## src/design/vmsa_pkg.sv

```systemverilog
// Package for the vector magnitude block: controller states, datapath operations,
// the command and status structs between controller and datapath, and fixed constants.
// No dependencies.
package vmsa_pkg;

  // Polynomial, scaling and rounding constants.
  localparam logic [15:0] POLY_C4    = 16'hA000;
  localparam logic [15:0] POLY_C5    = 16'hB333;
  localparam logic [15:0] INV_SQRT2  = 16'hB505;
  localparam logic [31:0] ROUND_HALF = 32'h0000_8000;

  // Shift amounts of the polynomial terms and of the Newton correction.
  localparam int unsigned POLY_SH1   = 18;
  localparam int unsigned POLY_SH2   = 17;
  localparam int unsigned NEWTON_SH  = 17;

  // Controller states, one per datapath step.
  typedef enum logic [4:0] {
    ST_IDLE,
    ST_SQ_A,
    ST_SQ_B,
    ST_SUM,
    ST_NRM16,
    ST_NRM8,
    ST_NRM4,
    ST_NRM2,
    ST_NRM1,
    ST_POLY0,
    ST_P1,
    ST_P2,
    ST_P3,
    ST_P4,
    ST_P5,
    ST_P6,
    ST_EST,
    ST_EST_SQ,
    ST_NEWTON,
    ST_SHIFT,
    ST_SCALE,
    ST_DONE
  } vmsa_state_e;

  // Datapath operations.
  typedef enum logic [4:0] {
    OP_NONE,
    OP_LOAD,
    OP_SQ_A,
    OP_SQ_B,
    OP_SUM,
    OP_NRM16,
    OP_NRM8,
    OP_NRM4,
    OP_NRM2,
    OP_NRM1,
    OP_POLY0,
    OP_P1,
    OP_P2,
    OP_P3,
    OP_P4,
    OP_P5,
    OP_P6,
    OP_EST,
    OP_EST_SQ,
    OP_NEWTON,
    OP_SHIFT,
    OP_SCALE
  } vmsa_op_e;

  // Command from controller to datapath.
  typedef struct packed {
    vmsa_op_e op;
    logic     load_out;
  } vmsa_cmd_t;

  // Status from datapath to controller.
  typedef struct packed {
    logic low_sum;
  } vmsa_status_t;

endpackage

```

## src/design/vmsa_datapath.sv

```systemverilog
// Datapath of the vector magnitude block: operand registers, one shared signed
// multiplier with a product register, normaliser, polynomial accumulator and result register.
// Depends on vmsa_pkg.
module vmsa_datapath import vmsa_pkg::*; (
  input  logic                clk_i,
  input  vmsa_cmd_t           cmd_i,
  input  logic signed [31:0]  comp_a_i,
  input  logic signed [31:0]  comp_b_i,
  output vmsa_status_t        status_o,
  output logic        [15:0]  magnitude_o
);

  logic signed [23:0] a_q, b_q;
  logic        [31:0] prod_q;
  logic        [31:0] norm_q;
  logic        [4:0]  cnt_q;
  logic        [15:0] c_q;
  logic        [15:0] acc_q;
  logic        [15:0] est_q;
  logic        [15:0] magnitude_q;

  logic signed [24:0] mul_x, mul_y;
  logic signed [49:0] mul_p;
  logic        [15:0] t_sh1, t_sh2, t_hi;
  logic        [31:0] resid;
  logic signed [31:0] resid_sh;
  logic        [15:0] rounded;
  logic        [15:0] res;

  function automatic logic signed [24:0] zext16(input logic [15:0] v);
    return $signed({9'd0, v});
  endfunction

  // Terms taken from the product register.
  assign t_sh1 = 16'(prod_q >> POLY_SH1);
  assign t_sh2 = 16'(prod_q >> POLY_SH2);
  assign t_hi  = prod_q[31:16];

  // Operand selection for the shared multiplier.
  always_comb begin
    mul_x = '0;
    mul_y = '0;
    case (cmd_i.op)
      OP_SQ_A: begin
        mul_x = {a_q[23], a_q};
        mul_y = {a_q[23], a_q};
      end
      OP_SQ_B: begin
        mul_x = {b_q[23], b_q};
        mul_y = {b_q[23], b_q};
      end
      OP_P1: begin
        mul_x = zext16({1'b0, c_q[15:1]});
        mul_y = zext16(c_q);
      end
      OP_P2: begin
        mul_x = zext16(t_sh1);
        mul_y = zext16(c_q);
      end
      OP_P3: begin
        mul_x = zext16(t_sh2);
        mul_y = zext16(c_q);
      end
      OP_P4: begin
        mul_x = zext16(t_hi);
        mul_y = zext16(POLY_C4);
      end
      OP_P5: begin
        mul_x = zext16(t_hi);
        mul_y = zext16(c_q);
      end
      OP_P6: begin
        mul_x = zext16(t_hi);
        mul_y = zext16(POLY_C5);
      end
      OP_EST_SQ: begin
        mul_x = zext16(est_q);
        mul_y = zext16(est_q);
      end
      OP_SCALE: begin
        mul_x = zext16(est_q);
        mul_y = zext16(INV_SQRT2);
      end
      default: begin
        mul_x = '0;
        mul_y = '0;
      end
    endcase
  end

  assign mul_p = mul_x * mul_y;

  // Newton residual, read as signed and shifted arithmetically.
  assign resid    = norm_q - prod_q;
  assign resid_sh = $signed(resid) >>> NEWTON_SH;

  // Final value: small sums pass through, odd counts are scaled with rounding.
  assign rounded = 16'((prod_q + ROUND_HALF) >> 16);

  always_comb begin
    if (status_o.low_sum) begin
      res = norm_q[15:0];
    end else if (cnt_q[0]) begin
      res = rounded;
    end else begin
      res = est_q;
    end
  end

  assign status_o.low_sum = (norm_q[31:1] == 31'd0);

  // Datapath registers, updated by the operation of the cycle.
  always_ff @(posedge clk_i) begin
    case (cmd_i.op)
      OP_LOAD: begin
        a_q <= comp_a_i[31:8];
        b_q <= comp_b_i[31:8];
      end
      OP_SQ_A: begin
        prod_q <= mul_p[31:0];
      end
      OP_SQ_B: begin
        norm_q <= prod_q;
        prod_q <= mul_p[31:0];
      end
      OP_SUM: begin
        norm_q <= norm_q + prod_q;
        cnt_q  <= '0;
      end
      OP_NRM16: begin
        if (norm_q[31:16] == 16'd0) begin
          norm_q <= {norm_q[15:0], 16'd0};
          cnt_q  <= cnt_q + 5'd16;
        end
      end
      OP_NRM8: begin
        if (norm_q[31:24] == 8'd0) begin
          norm_q <= {norm_q[23:0], 8'd0};
          cnt_q  <= cnt_q + 5'd8;
        end
      end
      OP_NRM4: begin
        if (norm_q[31:28] == 4'd0) begin
          norm_q <= {norm_q[27:0], 4'd0};
          cnt_q  <= cnt_q + 5'd4;
        end
      end
      OP_NRM2: begin
        if (norm_q[31:30] == 2'd0) begin
          norm_q <= {norm_q[29:0], 2'd0};
          cnt_q  <= cnt_q + 5'd2;
        end
      end
      OP_NRM1: begin
        if (!norm_q[31]) begin
          norm_q <= {norm_q[30:0], 1'b0};
          cnt_q  <= cnt_q + 5'd1;
        end
      end
      OP_POLY0: begin
        c_q   <= ~norm_q[31:16];
        acc_q <= {1'b0, ~norm_q[31:17]};
      end
      OP_P1: begin
        prod_q <= mul_p[31:0];
      end
      OP_P2: begin
        acc_q  <= acc_q + t_sh1;
        prod_q <= mul_p[31:0];
      end
      OP_P3: begin
        acc_q  <= acc_q + t_sh2;
        prod_q <= mul_p[31:0];
      end
      OP_P4: begin
        prod_q <= mul_p[31:0];
      end
      OP_P5: begin
        acc_q  <= acc_q + t_hi;
        prod_q <= mul_p[31:0];
      end
      OP_P6: begin
        prod_q <= mul_p[31:0];
      end
      OP_EST: begin
        est_q <= ~(acc_q + t_hi);
      end
      OP_EST_SQ: begin
        prod_q <= mul_p[31:0];
      end
      OP_NEWTON: begin
        est_q <= est_q + resid_sh[15:0];
      end
      OP_SHIFT: begin
        est_q <= est_q >> cnt_q[4:1];
      end
      OP_SCALE: begin
        prod_q <= mul_p[31:0];
      end
      default: begin
      end
    endcase
  end

  // Output register, loaded when the controller hands over a finished item.
  always_ff @(posedge clk_i) begin
    if (cmd_i.load_out) begin
      magnitude_q <= res;
    end
  end

  assign magnitude_o = magnitude_q;

endmodule

```

## src/design/vmsa_ctrl.sv

```systemverilog
// Controller of the vector magnitude block: sequences the datapath one step per
// cycle (waiting in ST_DONE while the output is full) and runs both handshakes.
// Holds the output valid flag. Depends on vmsa_pkg.
module vmsa_ctrl import vmsa_pkg::*; (
  input  logic         clk_i,
  input  logic         rst_ni,
  input  logic         in_valid_i,
  output logic         in_stall_o,
  output logic         out_valid_o,
  input  logic         out_stall_i,
  input  vmsa_status_t status_i,
  output vmsa_cmd_t    cmd_o
);

  vmsa_state_e state_q, state_d;
  logic        out_valid_q, out_valid_d;
  logic        out_free;

  // The output register may be loaded when empty or emptying in this cycle.
  assign out_free = !out_valid_q || !out_stall_i;

  // Next state.
  always_comb begin
    state_d = state_q;
    case (state_q)
      ST_IDLE:   if (in_valid_i) state_d = ST_SQ_A;
      ST_SQ_A:   state_d = ST_SQ_B;
      ST_SQ_B:   state_d = ST_SUM;
      ST_SUM:    state_d = ST_NRM16;
      ST_NRM16:  state_d = status_i.low_sum ? ST_DONE : ST_NRM8;
      ST_NRM8:   state_d = ST_NRM4;
      ST_NRM4:   state_d = ST_NRM2;
      ST_NRM2:   state_d = ST_NRM1;
      ST_NRM1:   state_d = ST_POLY0;
      ST_POLY0:  state_d = ST_P1;
      ST_P1:     state_d = ST_P2;
      ST_P2:     state_d = ST_P3;
      ST_P3:     state_d = ST_P4;
      ST_P4:     state_d = ST_P5;
      ST_P5:     state_d = ST_P6;
      ST_P6:     state_d = ST_EST;
      ST_EST:    state_d = ST_EST_SQ;
      ST_EST_SQ: state_d = ST_NEWTON;
      ST_NEWTON: state_d = ST_SHIFT;
      ST_SHIFT:  state_d = ST_SCALE;
      ST_SCALE:  state_d = ST_DONE;
      ST_DONE:   if (out_free) state_d = ST_IDLE;
      default:   state_d = ST_IDLE;
    endcase
  end

  // Commands to the datapath and the input stall.
  always_comb begin
    cmd_o.op       = OP_NONE;
    cmd_o.load_out = 1'b0;
    in_stall_o     = 1'b1;
    case (state_q)
      ST_IDLE: begin
        in_stall_o = 1'b0;
        cmd_o.op   = in_valid_i ? OP_LOAD : OP_NONE;
      end
      ST_SQ_A:   cmd_o.op = OP_SQ_A;
      ST_SQ_B:   cmd_o.op = OP_SQ_B;
      ST_SUM:    cmd_o.op = OP_SUM;
      ST_NRM16:  cmd_o.op = status_i.low_sum ? OP_NONE : OP_NRM16;
      ST_NRM8:   cmd_o.op = OP_NRM8;
      ST_NRM4:   cmd_o.op = OP_NRM4;
      ST_NRM2:   cmd_o.op = OP_NRM2;
      ST_NRM1:   cmd_o.op = OP_NRM1;
      ST_POLY0:  cmd_o.op = OP_POLY0;
      ST_P1:     cmd_o.op = OP_P1;
      ST_P2:     cmd_o.op = OP_P2;
      ST_P3:     cmd_o.op = OP_P3;
      ST_P4:     cmd_o.op = OP_P4;
      ST_P5:     cmd_o.op = OP_P5;
      ST_P6:     cmd_o.op = OP_P6;
      ST_EST:    cmd_o.op = OP_EST;
      ST_EST_SQ: cmd_o.op = OP_EST_SQ;
      ST_NEWTON: cmd_o.op = OP_NEWTON;
      ST_SHIFT:  cmd_o.op = OP_SHIFT;
      ST_SCALE:  cmd_o.op = OP_SCALE;
      ST_DONE:   cmd_o.load_out = out_free;
      default: begin
        cmd_o.op   = OP_NONE;
        in_stall_o = 1'b1;
      end
    endcase
  end

  // Output valid flag: set on load, cleared when the item is taken.
  always_comb begin
    out_valid_d = out_valid_q;
    if (cmd_o.load_out) begin
      out_valid_d = 1'b1;
    end else if (out_valid_q && !out_stall_i) begin
      out_valid_d = 1'b0;
    end
  end

  always_ff @(posedge clk_i or negedge rst_ni) begin
    if (!rst_ni) begin
      state_q     <= ST_IDLE;
      out_valid_q <= 1'b0;
    end else begin
      state_q     <= state_d;
      out_valid_q <= out_valid_d;
    end
  end

  assign out_valid_o = out_valid_q;

endmodule

```

## src/design/vector_magnitude_sqrt_approx.sv

```systemverilog
// Top level of the vector magnitude block: joins the controller and the datapath.
// Depends on vmsa_pkg, vmsa_ctrl and vmsa_datapath.
//
// Usage:
// An input item carries two signed 32-bit components, comp_a_i and comp_b_i. It is
// taken at a rising edge where in_valid_i is high and in_stall_o is low. The result
// item is the 16-bit approximate root of the sum of the squared components, after
// each has been shifted right by eight.
// The block works on one item at a time. Products go through one shared multiplier
// and a product register, with a five-step leading-zero search for the normaliser.
// The result is loaded into the output register in the last step; when the sum of
// squares is 0 or 1 the block goes there straight from the first normaliser step.
// A new item is taken only after the result is loaded.
// The result sits in an output register: while the receiver holds out_stall_i high
// the item and out_valid_o are held, and the next input item may still be taken
// and worked on; it then waits in its last step until the register is free.
// Reset clears the controller and the output valid flag; an item in work is dropped and none is shown.
module vector_magnitude_sqrt_approx import vmsa_pkg::*; (
  input  logic               clk_i,
  input  logic               rst_ni,
  input  logic               in_valid_i,
  output logic               in_stall_o,
  input  logic signed [31:0] comp_a_i,
  input  logic signed [31:0] comp_b_i,
  output logic               out_valid_o,
  input  logic               out_stall_i,
  output logic        [15:0] magnitude_o
);

  vmsa_cmd_t    cmd;
  vmsa_status_t status;

  // Step sequencer and handshakes.
  vmsa_ctrl u_ctrl (
    .clk_i       (clk_i),
    .rst_ni      (rst_ni),
    .in_valid_i  (in_valid_i),
    .in_stall_o  (in_stall_o),
    .out_valid_o (out_valid_o),
    .out_stall_i (out_stall_i),
    .status_i    (status),
    .cmd_o       (cmd)
  );

  // Arithmetic and result register.
  vmsa_datapath u_datapath (
    .clk_i       (clk_i),
    .cmd_i       (cmd),
    .comp_a_i    (comp_a_i),
    .comp_b_i    (comp_b_i),
    .status_o    (status),
    .magnitude_o (magnitude_o)
  );

endmodule

```

## config.mk

```make
export PLATFORM = sky130hd
export DESIGN_NAME = vector_magnitude_sqrt_approx
export DESIGN_NICKNAME = d
export VERILOG_FILES = /design/src/design/vmsa_pkg.sv /design/src/design/vmsa_datapath.sv /design/src/design/vmsa_ctrl.sv /design/src/design/vector_magnitude_sqrt_approx.sv
export SDC_FILE = /design/constraint.sdc
export NUM_CORES = 2
export LEC_CHECK = 0
export BUFFER_PORTS_ARGS = -buffer_cell sky130_fd_sc_hd__buf_2
export CORE_MARGIN = 4
export CORE_UTILIZATION = 40
export DETAILED_ROUTE_END_ITERATION = 16
export HOLD_SLACK_MARGIN = 0.02
export PLACE_DENSITY_LB_ADDON = 0.1
export SYNTH_ARGS = -nofsm -noshare
export SYNTH_HDL_FRONTEND = slang
export SYNTH_SLANG_ARGS = --single-unit
```

## constraint.sdc

```tcl
create_clock -name clk_i -period 9.3 [get_ports clk_i]
set_clock_uncertainty 0.1 [all_clocks]
set_input_delay 0.93 -clock clk_i [delete_from_list [all_inputs] [get_ports clk_i]]
set_output_delay 0.93 -clock clk_i [all_outputs]
set_load 0.05 [all_outputs]
```

==> out/metrics.csv <==
metric;value;unit
CTS clock-pin slew for the worst setup and hold paths;0.09;ns
area of the multi-input gates;20500;sq um
Ports;86;
worst setup path end;u_datapath.prod_q[31]$_DFFE_PP_;
TNS Setup;0;ns
vias in the first global route;24930;
ANT nets after route;0;
Max Root-Sink Buffers;2;
CP peak stage delay;0.76;ns
Final Setup Violations;0;
Nets;4060;
CP Class;flip-flop to flip-flop;
largest net degree at the start of global routing;49;
Final min period;8.94;ns
vias;23989;
clock root cell;clkbuf_16;
CP endpoint kind;flip-flop;
synth warn;0;
DRC Markers;0;
number of flops mapped to enable cells by yosys;181;
Synth Flop Type;edfxtp_1;
TritonCTS clock tree;done;
DP Worst Slack;0.134;ns
final slew viol count;0;
final setup margin;0.359;ns
crit path DAT;9.10;ns
Fillers;7117;
Syn Inst Count;3274;
gp weighted congestion;0.924;
Reg2Reg Setup Slack;0.36;ns
Hold WC Path Type;input pin to async pin;
Avg Inst Size Synth;8.85;sq um
Critical Path Start Type;flip-flop;
reg2reg start;u_ctrl.state_q[1]$_DFFE_PN0P_;
number of antenna violations at the first check in global routing;1;
Crit. Startpoint;u_ctrl.state_q[1]$_DFFE_PN0P_;
Area Growth Syn to Fin;9.73;%
routed len/inst;23.1;um
FF+latch count, synth;187;
cell mode on critical path;fa_1;
Die Wd;277;um
H-Tree Depth;4;
DRT Wirelength;99.8;mm
cts bufs inserted;17;
Clock Latency Late Sink;0.52;ns
RSZ-0062 raised after global routing;false;
Mapped Nets;3967;
IO buf count;69;
Sequential cell area;5590;sq um
die height;277;um
share of cells above drive strength 1;9.11;%
CTS sink cnt;187;
status;finished clean;
reg2reg end;u_datapath.prod_q[31]$_DFFE_PP_;
CP Data Required Time;9.46;ns
GRT overflow;0;
relative slew slack;15.1;%
Worst path slowest cell;a211oi_4;
Final Hold Viols;0;
Reg2Reg Depth;31;
CP max FO;15;
FFs w/ async S/R, synth;3.21;%
Worst-Margin Slew;1.26;ns
total of max-cap violations;0;
die area;76800;sq um
count of routing violations after the opening detailed-route iteration;1918;
DP HPWL;79.5;mm
starting density of the core;40.5;%
sequential share of the synthesized area;19.3;%
drt via density;5.54;
n_diodes;0;
Tcrit/Tclk final;96.1;%
core region area;71600;sq um
GRT Total Usage;26.0;%
first-pass GRT wire length;152;mm
Synth cell types;78;
fmax;0.112;GHz
Placement Rows;98;
drt pass-1 iters;6;
Netlist Area Pre-Place;29000;sq um
[through the flow]
stage	hold slack, ns	instances	utilization, %	cell area, sq um
after global placement	0.482	4298	43.6	31200
after floorplan	0.438	3274	-	29000
final	0.145	4330	44.4	31800
after detailed placement	0.488	4298	43.6	31200
after global routing	0.126	4330	44.4	31800
after CTS	0.113	4330	44.4	31800
[cell usage after synthesis (7+ instances only)]
| cell type | count | area [sq um] |
|---|---|---|
| mux2i_1 | 39 | 390 |
| a221oi_1 | 29 | 254 |
| a21o_1 | 24 | 180 |
| nor4_1 | 10 | 62.6 |
| fa_1 | 393 | 7870 |
| nor3_1 | 46 | 230 |
| a22o_1 | 23 | 201 |
| o31ai_1 | 7 | 52.6 |
| buf_2 | 12 | 60.1 |
| or3_1 | 12 | 75.1 |
| and2_1 | 20 | 125 |
| nand2b_1 | 27 | 169 |
| buf_1 | 10 | 37.5 |
| nand2_1 | 331 | 1240 |
| o22ai_1 | 11 | 68.8 |
| o221ai_1 | 21 | 184 |
| nand3_1 | 37 | 185 |
| o21bai_1 | 15 | 113 |
| xnor2_1 | 107 | 937 |
| ha_1 | 232 | 2900 |
| a21oi_1 | 122 | 611 |
| inv_1 | 661 | 2480 |
| o211ai_1 | 11 | 82.6 |
| o21a_1 | 11 | 82.6 |
| nor2b_1 | 19 | 119 |
| or2_2 | 20 | 125 |
| a22oi_1 | 30 | 225 |
| xor2_1 | 34 | 298 |
| a222oi_1 | 12 | 120 |
| a211o_1 | 16 | 140 |
| a221o_1 | 21 | 210 |
| o21ai_0 | 117 | 586 |
| edfxtp_1 | 181 | 5440 |
| a31oi_1 | 8 | 50.1 |
| nand3b_1 | 8 | 60.1 |
| and3_1 | 12 | 75.1 |
| clkbuf_1 | 113 | 424 |
| nor2_1 | 338 | 1270 |
| a211oi_1 | 40 | 300 |
[worst min-delay path by stage]
| stage | endpoint | slack (ns) | cells after the start |
|---|---|---|---|
| CTS | u_ctrl.out_valid_o$_DFFE_PN0P_ | 0.11 | 1 |
| floorplan | u_datapath.norm_q[2]$_DFFE_PP_ | 0.44 | 2 |
| global route | u_ctrl.out_valid_o$_DFFE_PN0P_ | 0.13 | 1 |
| detailed placement | u_datapath.norm_q[2]$_DFFE_PP_ | 0.49 | 2 |
| global placement | u_datapath.norm_q[2]$_DFFE_PP_ | 0.48 | 2 |
| finish | u_ctrl.state_q[0]$_DFFE_PN0P_ | 0.14 | 1 |
[cell usage in the layout (no fill, tap or decap), types with 20 or more instances in the layout]
master | netlist | final
o221ai_1 | 21 | 21
a22o_1 | 23 | 23
mux2i_1 | 39 | 39
fa_1 | 393 | 393
a21oi_1 | 122 | 120
or2_2 | 20 | 20
a22oi_1 | 30 | 30
nand2_1 | 331 | 331
buf_4 | 1 | 137
nor2_1 | 338 | 337
nor3_1 | 46 | 40
nand2b_1 | 27 | 27
a221oi_1 | 29 | 27
xor2_1 | 34 | 34
inv_1 | 661 | 661
buf_2 | 12 | 69
and2_1 | 20 | 20
a211oi_1 | 40 | 34
nand3_1 | 37 | 37
o21ai_0 | 117 | 117
xnor2_1 | 107 | 107
a21o_1 | 24 | 24
ha_1 | 232 | 232
a221o_1 | 21 | 21
edfxtp_1 | 181 | 181
[critical path, delay by kind of cell (launching register included)]
family | cells | cell delay (ns)
AO/OA/AOI/OAI | 7 | 2.04
XOR/XNOR | 1 | 0.14
adder cells (fa/ha/maj) | 8 | 3.86
buffers and inverters | 6 | 0.59
flip-flops | 1 | 0.52
AND/OR/NAND/NOR | 9 | 1.40
[layout make-up]
cell class | instances | area share (%)
multi-input combinational | 2287 | 64.4
timing repair buffer | 211 | 4.64
clock buffer | 17 | 1.34
inverter | 663 | 7.83
sequential | 187 | 17.6
clock inverter | 15 | 0.476
tap | 950 | 3.74
[cell families (layout without fill, tap and decap cells)]
group	count (synthesis)	count (layout)	synth area share (%)
xor+xnor	141	141	4.26
flops	187	187	19.3
buf+inv	800	906	10.4
mux	46	46	1.66
fa+ha+maj	625	625	37.2
compound gates	578	578	13.9
simple gates	897	897	13.3
[layer usage]
layer | part of all wire (%) | wire, um | GRT usage, % | up-vias
li1 | - | - | - | 10873
met5 | 0 | 0 | 0 | -
met1 | 42 | 41500 | 33.9 | 11996
met2 | 48 | 47700 | 43.8 | 921
met3 | 6.9 | 6860 | 4.53 | 199
met4 | 3.8 | 3840 | 9.31 | 0
[repair_timing]
item	CTS	global route
endpoints found under the hold margin	0	0
hold buffers	0	0
buffers inserted	0	0
setup endpoints to repair	0	4
resized for setup	0	2
[sequential cells by signal (all words and copies together), names as in the netlist]
register                count
u_datapath.a_q             24
u_datapath.est_q           16
u_datapath.prod_q          32
u_datapath.b_q             24
u_ctrl.out_valid_o          1
u_datapath.cnt_q            5
u_datapath.norm_q          32
u_ctrl.state_q              5
u_datapath.magnitude_o     16
u_datapath.c_q             16
u_datapath.acc_q           16
Power is left out: the tool's default activity adds up to more than one toggle a clock period on the data nets, which glitch-free logic cannot reach.
